**src/design/bcp_pkg.sv**
```systemverilog
package bcp_pkg;

   localparam int STEP_BITS = 32;
   localparam int FIELD_W   = 32;
   localparam int SLOT_W    = 16;
   localparam int WORD_W    = 64;
   localparam int T_W       = 16;
   localparam int OP_W      = 17;
   localparam int CNT_W     = $clog2(WORD_W);
   localparam int REQ_W     = 80;

   typedef enum logic [2:0] {
      ST_IDLE,
      ST_CHECK,
      ST_TEST,
      ST_MUL,
      ST_DIV,
      ST_DONE,
      ST_PICK,
      ST_OUT
   } state_type;

   typedef enum logic [2:0] {
      OP_LOOP,
      OP_B1,
      OP_B2,
      OP_B3,
      OP_B4,
      OP_B5
   } op_type;

   function automatic logic signed [WORD_W-1:0] step_value(input logic [FIELD_W-1:0] raw);
      step_value = {{(WORD_W-STEP_BITS){raw[STEP_BITS-1]}}, raw[STEP_BITS-1:0]};
   endfunction

endpackage

```
**src/design/binomial_checkpoint_placement_unit.sv**
```systemverilog
// Binomial (revolve) checkpoint placement. One request carries the step of the last stored
// checkpoint, the free slot count and the end step; one response returns the step for the
// next checkpoint, or -1 when the request is invalid. Multiplications and divisions run through
// a single shared shift-add multiplier and restoring divider computing (a * m) / d; a valid
// request searches the repetition number t upward from 1 (at most 65535 in its 16-bit register),
// while invalid requests skip the arithmetic and answer directly. The request side is ready
// only while no request is in flight.
module binomial_checkpoint_placement_unit
   import bcp_pkg::*;
(
   input  logic             clock,
   input  logic             reset,
   input  logic             req_tvalid,
   output logic             req_tready,
   input  logic [REQ_W-1:0] req_tdata,    // last_step[31:0], free_slots[47:32], end_step[79:48]
   output logic             rsp_tvalid,
   input  logic             rsp_tready,
   output logic [FIELD_W-1:0] rsp_tdata   // next_step[31:0]
);

   state_type state_ff, state_in;
   op_type    op_ff, op_in;

   logic signed [WORD_W-1:0] last_ff, last_in, end_ff, end_in;
   logic [SLOT_W-1:0]  s_ff, s_in;
   logic [WORD_W-1:0]  n_ff, n_in;
   logic [T_W-1:0]     t_ff, t_in;
   logic [WORD_W-1:0]  ub_ff, ub_in;
   logic [WORD_W-1:0]  b1_ff, b1_in, b2_ff, b2_in, b3_ff, b3_in, b4_ff, b4_in, b5_ff, b5_in;
   logic [WORD_W-1:0]  a_ff, a_in, acc_ff, acc_in;
   logic [OP_W-1:0]    m_ff, m_in, d_ff, d_in, rem_ff, rem_in;
   logic [CNT_W-1:0]   cnt_ff, cnt_in;
   logic               rsp_valid_ff, rsp_valid_in;
   logic [FIELD_W-1:0] res_ff, res_in, rsp_data_ff, rsp_data_in;

   logic signed [WORD_W-1:0] span;
   logic [OP_W:0]      rem_sh, diff;
   logic               launch;
   logic [WORD_W-1:0]  la;
   logic [OP_W-1:0]    lm, ld;
   op_type             lop;
   logic [OP_W-1:0]    s_ext, t_ext, st_sum;
   logic [T_W-1:0]     t_next;

   assign req_tready = (state_ff == ST_IDLE);
   assign rsp_tvalid = rsp_valid_ff;
   assign rsp_tdata  = rsp_data_ff;

   assign span   = end_ff - last_ff;
   assign s_ext  = {{(OP_W-SLOT_W){1'b0}}, s_ff};
   assign t_ext  = {{(OP_W-T_W){1'b0}}, t_ff};
   assign st_sum = s_ext + t_ext;
   assign t_next = t_ff + 1'b1;
   assign rem_sh = {rem_ff, acc_ff[WORD_W-1]};
   assign diff   = rem_sh - {1'b0, d_ff};

   always_ff @(posedge clock) begin
      if (reset) begin
         state_ff     <= ST_IDLE;
         rsp_valid_ff <= 1'b0;
      end else begin
         state_ff     <= state_in;
         rsp_valid_ff <= rsp_valid_in;
      end
      op_ff       <= op_in;
      last_ff     <= last_in;
      end_ff      <= end_in;
      s_ff        <= s_in;
      n_ff        <= n_in;
      t_ff        <= t_in;
      ub_ff       <= ub_in;
      b1_ff       <= b1_in;
      b2_ff       <= b2_in;
      b3_ff       <= b3_in;
      b4_ff       <= b4_in;
      b5_ff       <= b5_in;
      a_ff        <= a_in;
      acc_ff      <= acc_in;
      m_ff        <= m_in;
      d_ff        <= d_in;
      rem_ff      <= rem_in;
      cnt_ff      <= cnt_in;
      res_ff      <= res_in;
      rsp_data_ff <= rsp_data_in;
   end

   always_comb begin
      state_in     = state_ff;
      op_in        = op_ff;
      last_in      = last_ff;
      end_in       = end_ff;
      s_in         = s_ff;
      n_in         = n_ff;
      t_in         = t_ff;
      ub_in        = ub_ff;
      b1_in        = b1_ff;
      b2_in        = b2_ff;
      b3_in        = b3_ff;
      b4_in        = b4_ff;
      b5_in        = b5_ff;
      a_in         = a_ff;
      acc_in       = acc_ff;
      m_in         = m_ff;
      d_in         = d_ff;
      rem_in       = rem_ff;
      cnt_in       = cnt_ff;
      res_in       = res_ff;
      rsp_data_in  = rsp_data_ff;
      rsp_valid_in = rsp_valid_ff && !rsp_tready;
      launch       = 1'b0;
      la           = ub_ff;
      lm           = t_ext;
      ld           = st_sum;
      lop          = OP_LOOP;

      case (state_ff)
         ST_IDLE: begin
            if (req_tvalid) begin
               last_in  = step_value(req_tdata[FIELD_W-1:0]);
               s_in     = req_tdata[FIELD_W+SLOT_W-1:FIELD_W];
               end_in   = step_value(req_tdata[REQ_W-1:FIELD_W+SLOT_W]);
               state_in = ST_CHECK;
            end
         end
         ST_CHECK: begin
            if (s_ff < SLOT_W'(2) || last_ff < 0 || end_ff <= 0 || span < 2) begin
               res_in   = '1;
               state_in = ST_OUT;
            end else begin
               n_in     = span;
               t_in     = '0;
               ub_in    = WORD_W'(1);
               state_in = ST_TEST;
            end
         end
         ST_TEST: begin
            launch = 1'b1;
            if (ub_ff < n_ff) begin
               t_in = t_next;
               la   = ub_ff;
               lm   = st_sum + 1'b1;
               ld   = {{(OP_W-T_W){1'b0}}, t_next};
               lop  = OP_LOOP;
            end else begin
               la  = ub_ff;
               lm  = t_ext;
               ld  = st_sum;
               lop = OP_B1;
            end
         end
         ST_MUL: begin
            acc_in = {acc_ff[WORD_W-2:0], 1'b0} + (m_ff[OP_W-1] ? a_ff : '0);
            m_in   = {m_ff[OP_W-2:0], 1'b0};
            cnt_in = cnt_ff - 1'b1;
            if (cnt_ff == '0) begin
               cnt_in   = CNT_W'(WORD_W-1);
               rem_in   = '0;
               state_in = ST_DIV;
            end
         end
         ST_DIV: begin
            if (rem_sh >= {1'b0, d_ff}) begin
               rem_in = diff[OP_W-1:0];
               acc_in = {acc_ff[WORD_W-2:0], 1'b1};
            end else begin
               rem_in = rem_sh[OP_W-1:0];
               acc_in = {acc_ff[WORD_W-2:0], 1'b0};
            end
            cnt_in = cnt_ff - 1'b1;
            if (cnt_ff == '0) begin
               state_in = ST_DONE;
            end
         end
         ST_DONE: begin
            case (op_ff)
               OP_LOOP: begin
                  ub_in    = acc_ff;
                  state_in = ST_TEST;
               end
               OP_B1: begin
                  b1_in  = acc_ff;
                  launch = 1'b1;
                  la     = acc_ff;
                  lm     = s_ext;
                  ld     = st_sum - 1'b1;
                  lop    = OP_B2;
               end
               OP_B2: begin
                  b2_in  = acc_ff;
                  launch = 1'b1;
                  la     = acc_ff;
                  lm     = t_ext - 1'b1;
                  ld     = st_sum - OP_W'(2);
                  lop    = OP_B3;
               end
               OP_B3: begin
                  b3_in  = acc_ff;
                  launch = 1'b1;
                  la     = b2_ff;
                  lm     = t_ext - 1'b1;
                  ld     = s_ext;
                  lop    = OP_B4;
               end
               OP_B4: begin
                  b4_in  = acc_ff;
                  launch = 1'b1;
                  la     = b3_ff;
                  lm     = s_ext - OP_W'(2);
                  ld     = t_ext;
                  lop    = OP_B5;
               end
               OP_B5: begin
                  b5_in    = acc_ff;
                  state_in = ST_PICK;
               end
               default: begin
                  state_in = ST_IDLE;
               end
            endcase
         end
         ST_PICK: begin
            if (n_ff <= b1_ff + b3_ff) begin
               res_in = last_ff[FIELD_W-1:0] + b4_ff[FIELD_W-1:0];
            end else if (n_ff + b5_ff >= ub_ff) begin
               res_in = last_ff[FIELD_W-1:0] + b1_ff[FIELD_W-1:0];
            end else begin
               res_in = end_ff[FIELD_W-1:0] - b2_ff[FIELD_W-1:0] - b3_ff[FIELD_W-1:0];
            end
            state_in = ST_OUT;
         end
         ST_OUT: begin
            if (!rsp_valid_ff || rsp_tready) begin
               rsp_valid_in = 1'b1;
               rsp_data_in  = res_ff;
               state_in     = ST_IDLE;
            end
         end
         default: begin
            state_in = ST_IDLE;
         end
      endcase

      if (launch) begin
         a_in     = la;
         m_in     = lm;
         d_in     = ld;
         op_in    = lop;
         acc_in   = '0;
         cnt_in   = CNT_W'(OP_W-1);
         state_in = ST_MUL;
      end
   end

   // divider never sees a zero divisor
   a_div_nonzero: assert property (@(posedge clock) disable iff (reset)
      state_ff == ST_DIV |-> d_ff != '0)
      else $error("zero divisor in shared divider");

   // a request transfer starts the validity check
   a_req_check: assert property (@(posedge clock) disable iff (reset)
      req_tvalid && req_tready |=> state_ff == ST_CHECK)
      else $error("request transfer did not start a check");

   // a new response only comes out of the output state
   a_rsp_source: assert property (@(posedge clock) disable iff (reset)
      $rose(rsp_valid_ff) |-> $past(state_ff) == ST_OUT)
      else $error("response raised outside output state");

   // binomial stays nonzero through the search
   a_ub_nonzero: assert property (@(posedge clock) disable iff (reset)
      state_ff == ST_TEST |-> ub_ff != '0)
      else $error("binomial collapsed to zero");

endmodule
```
**config.mk**
```make
export PLATFORM = sky130hd
export DESIGN_NAME = binomial_checkpoint_placement_unit
export DESIGN_NICKNAME = d
export VERILOG_FILES = /design/src/design/bcp_pkg.sv /design/src/design/binomial_checkpoint_placement_unit.sv
export SDC_FILE = /design/constraint.sdc
export NUM_CORES = 2
export LEC_CHECK = 0
export BUFFER_PORTS_ARGS = -buffer_cell sky130_fd_sc_hd__buf_2
export CAP_MARGIN = 20
export CELL_PAD_IN_SITES_DETAIL_PLACEMENT = 2
export CELL_PAD_IN_SITES_GLOBAL_PLACEMENT = 2
export CORE_UTILIZATION = 45
export DETAILED_ROUTE_END_ITERATION = 10
export PLACE_DENSITY_LB_ADDON = 0.15
export SLEW_MARGIN = 20
export SYNTH_ARGS = -nofsm -noshare
export SYNTH_HDL_FRONTEND = slang
export SYNTH_SLANG_ARGS = --single-unit
```
**constraint.sdc**
```tcl
create_clock -name clock -period 18 [get_ports clock]
set_input_delay 3.6 -clock clock [delete_from_list [all_inputs] [get_ports clock]]
set_output_delay 3.6 -clock clock [all_outputs]
set_load 0.02 [all_outputs]
```
==> flow_summary_export.csv <==
group,metric,value,unit
outcome,outcome,"finished, final reports clean",
min_path,whs_endpoint,"rsp_tdata[10]",
drt,viasPerCell,6.58,
clocking,clock-root-buffer,"clkbuf_16",
setup_path,critPathMaxFanout,16,
die,start_util,45.4,%
power_and_ir_drop,ir_worst_vdd,0.151,mV
placement,gp_congestion,0.935,
global_route,grt.total_usage,36.0,%
power_and_ir_drop,power_density,142,nW/um2
job,cap_violations,0,
setup_path,critPathLaunchType,"flop",
logic_synthesis,synth-edff-count,663,
setup_path,worstRegToRegCells,24,
sta,fin_crit,8.52,ns
setup_path,crit_buf_inv,1,
die,die_w,348,um
sta,fmax,117,MHz
finish,multi_input_area,30300,um2
sta,slew_headroom,18.9,%
drt,wl_per_cell,30.3,um
power_and_ir_drop,pwr-share-clk,23.9,%
sta,rsz0062_at_grt,"false",
drt,first_pass_iters,6,
clocking,clkSinkCount,737,
sta,finalHoldViolCount,0,
setup_path,crit_slowest_cell,"o21a_1",
global_route,grt_max_degree,91,
clocking,insertion_delay,0.72,ns
clocking,cts.repair.resized,0,
placement,portBuffers,117,
logic_synthesis,synth_ff_type,"edfxtp_1",
clocking,cts_tree,"yes",
clocking,post_cts_buffers,0,
logic_synthesis,async_flop_share,0,%
logic_synthesis,ys_seq_elements,737,
drt,drc_errors,0,
finish,drive_above_1_share,8.15,%
drt,drt-total-wl,220000,um
logic_synthesis,avgSynthCellArea,9.61,um2
setup_path,slowest_delay,0.90,ns
die,core_area,118000,um2
placement,dp_cells,7108,
global_route,gr-total-overflow,0,
finish,nNetsFinal,6337,
power_and_ir_drop,internal_power,4.72,mW
finish,area_growth_syn_to_layout,10.5,%
sta,clock_skew,0.0490,ns
logic_synthesis,seq_area_frac_synth,39.8,%
die,fp-row-count,126,
global_route,grt_pass1_wl,332000,um
power_and_ir_drop,power_switching,3.71,mW
sta,tightest_slew,1.21,ns
sta,fin_crit_sh,47.3,%
clocking,htree_levels,3,
clocking,hold_buffers,0,
global_route,antenna_found_initial,6,
setup_path,crit_type,"flop to flop",
drt,drtAntennaViolNets,0,
min_path,min_path_cells,0,
power_and_ir_drop,leakagePower,23.7,nW
drt,vias,47900,
sta,slew_violations,0,
global_route,grt_pass1_vias,52200,
power_and_ir_drop,switching_share,44.0,%
setup_path,r2r_start,"b3_ff[1]",
finish,final_cells,7282,
power_and_ir_drop,seqPwrFrac,30.8,%
die,pin_count,118,
logic_synthesis,synth_fp_nets,6260,
clocking,path_clk_slew,0.06,ns
drt,drtIter0Drc,4003,
die,chipHeight,348,um
clocking,clock_path_buffers,3,
logic_synthesis,synthDistinctLibCells,111,
logic_synthesis,yosysWarningCount,0,
sta,setup_viol,0,
finish,regArea,21400,um2
setup_path,rrSetupSlack,9.48,ns
logic_synthesis,synth_area,53700,um2
logic_synthesis,syn_inst,5588,
min_path,min_path_type,"flop to flop",
setup_path,crit_required,18.52,ns
power_and_ir_drop,p_comb_share,45.3,%
finish,fill_cells,12400,
setup_path,path_cells,"ha_1 -> a211oi_1 -> o211ai_1 -> a311oi_1 -> o21ai_0 -> a311oi_1 -> buf_4 -> o31ai_2 -> nand2_1 -> a221oi_2 -> a21oi_1 -> o31ai_1 -> xnor2_1 -> ha_1 -> nand4_1 -> or3_1 -> nor4_1 -> o21ai_0 -> a21oi_1 -> o21a_1 -> nor2_1 -> nand2_1 -> mux2i_1 -> a221oi_1",
die,dieArea,121000,um2
min_path,min_from,"res_ff[10]",
sta,finalSetupTns,0,ns
setup_path,critical_path.top_delay_family,"compound AO/OA/AOI/OAI gates",
clocking,cts_buffers,90,
setup_path,rr_endpoint,"res_ff[31]",
setup_path,worst_ep_arrival_time,9.04,ns
placement,hpwl,163000,um
setup_path,cp-end-kind,"flop",
==> metrics by stage <==
step / setup slack [ns] / instance area [um2] / hold WS (ns) / utilization, % / power (mW)
after floorplan: 11.27 / 53700 / 0.400 / - / 4.94
after global placement: 10.15 / 56100 / 0.405 / 47.5 / 6.05
after detailed placement: 9.86 / 56200 / 0.410 / 47.5 / 6.28
after CTS: 9.68 / 59300 / 0.424 / 50.2 / 8.36
after global routing: 9.29 / 59400 / 0.436 / 50.2 / 8.78
final: 9.48 / 59400 / 0.426 / 50.2 / 8.42
==> cell families (layout without fill, tap and decap cells) <==
kind of cell / Yosys count / count (layout) / synth area share, %
other cells: 0 / 3 / 0
buf+inv: 567 / 722 / 4.07
compound gates: 1845 / 1845 / 22.2
mux: 13 / 13 / 0.252
flops: 737 / 737 / 39.8
fa+ha+maj: 588 / 588 / 14.2
simple gates: 1509 / 1509 / 14.0
xor+xnor: 329 / 329 / 5.36
==> metal layers <==
layer  share of wire (%)  vias to the layer above  global-route usage (%)
met5               0.026                        -                       0
met4                 4.0                        8                    13.4
met3                 6.1                      458                    4.85
met2                  47                     1668                    59.5
met1                  43                    24700                    47.8
li1                    -                    21100                       -
==> power groups by stage <==
stage | Sequential [mW] | Clock [mW] | Combinational (mW)
after global placement | 2.60 | 0 | 3.45
after global routing | 2.61 | 2.08 | 4.09
after CTS | 2.59 | 2.03 | 3.75
final | 2.60 | 2.01 | 3.82
after floorplan | 2.47 | 0 | 2.47
after detailed placement | 2.62 | 0 | 3.67
==> worst reg2reg max path, delay by kind of cell, from the launching register on <==
kind / cells / cell delay, ns
AO/OA/AOI/OAI: 13 / 4.68
AND/OR/NAND/NOR: 6 / 1.97
adder cells (fa/ha/maj): 2 / 0.72
flip-flops: 1 / 0.50
buffers and inverters: 1 / 0.23
XOR/XNOR: 1 / 0.13
multiplexers: 1 / 0.08
==> registers in the layout, indices dropped and copies added, names as in the netlist, 17 cells and up <==
register,count
a_ff,64
acc_ff,64
b1_ff,64
b2_ff,64
b3_ff,64
b4_ff,32
b5_ff,64
d_ff,17
end_ff,32
last_ff,32
m_ff,17
n_ff,33
rem_ff,17
res_ff,32
rsp_tdata,32
ub_ff,64
==> layout make-up <==
class / count / area share [%]
clock buffers: 112 / 4.16
well taps: 1536 / 3.24
flip-flops and latches: 737 / 36.0
repair buffers: 203 / 2.14
clock inverters: 58 / 1.18
inverters: 349 / 2.22
multi-input cells: 4284 / 51.0
diodes: 3 / 0.0126
==> how the worst max path moves through the flow <==
stage,start,endpoint,slack [ns],cells past startpoint
4_1_cts,b3_ff[0],res_ff[31],9.68,23
5_1_grt,b3_ff[0],res_ff[28],9.29,26
3_5_place_dp,b3_ff[1],res_ff[28],9.86,25
2_1_floorplan,n_ff[32],res_ff[11],11.27,23
3_3_place_gp,b1_ff[2],res_ff[31],10.15,24
6_report,b3_ff[1],res_ff[31],9.48,24
==> synthesized netlist by cell type, types with 18 or more instances <==
cell / number / share of area [%]
edfxtp_1: 663 / 37
a21oi_1: 598 / 5.6
ha_1: 549 / 13
nor2_1: 384 / 2.7
nand2_1: 357 / 2.5
inv_1: 346 / 2.4
o21ai_0: 308 / 2.9
a21o_1: 194 / 2.7
xnor2_1: 191 / 3.1
clkbuf_1: 185 / 1.3
and2_1: 151 / 1.8
xor2_1: 138 / 2.2
a22oi_1: 134 / 1.9
nand3_1: 113 / 1.1
a211oi_1: 97 / 1.4
nand4_1: 87 / 1.0
nor3_1: 83 / 0.77
dfxtp_1: 74 / 2.8
nand2b_1: 66 / 0.77
o211ai_1: 56 / 0.78
nor2b_1: 52 / 0.61
o21a_1: 49 / 0.68
a31oi_1: 48 / 0.56
and3_1: 47 / 0.55
o21bai_1: 47 / 0.66
o22ai_1: 45 / 0.52
fa_1: 39 / 1.5
or3_1: 33 / 0.38
nor4_1: 31 / 0.36
o221a_2: 30 / 0.63
or2_2: 24 / 0.28
buf_1: 20 / 0.14
a221oi_1: 19 / 0.31
a211o_1: 18 / 0.29
==> layout by cell type (no fill, tap or decap), types with 33 or more instances in the layout <==
| cell | count |
|---|---|
| buf_4 | 84 |
| o21ai_0 | 307 |
| ha_1 | 549 |
| o21a_1 | 49 |
| nand2b_1 | 66 |
| and3_1 | 45 |
| nand4_1 | 87 |
| nor2_1 | 376 |
| inv_1 | 346 |
| or3_1 | 33 |
| o21bai_1 | 46 |
| nand2_1 | 355 |
| a22oi_1 | 134 |
| a21o_1 | 194 |
| nor3_1 | 80 |
| a21oi_1 | 598 |
| o22ai_1 | 44 |
| and2_1 | 149 |
| nor2b_1 | 52 |
| fa_1 | 39 |
| nand3_1 | 113 |
| clkbuf_16 | 94 |
| xnor2_1 | 191 |
| edfxtp_1 | 663 |
| dfxtp_1 | 74 |
| a31oi_1 | 47 |
| buf_2 | 117 |
| a211oi_1 | 97 |
| xor2_1 | 138 |
| o211ai_1 | 56 |
(Power assumes the default switching activity.)
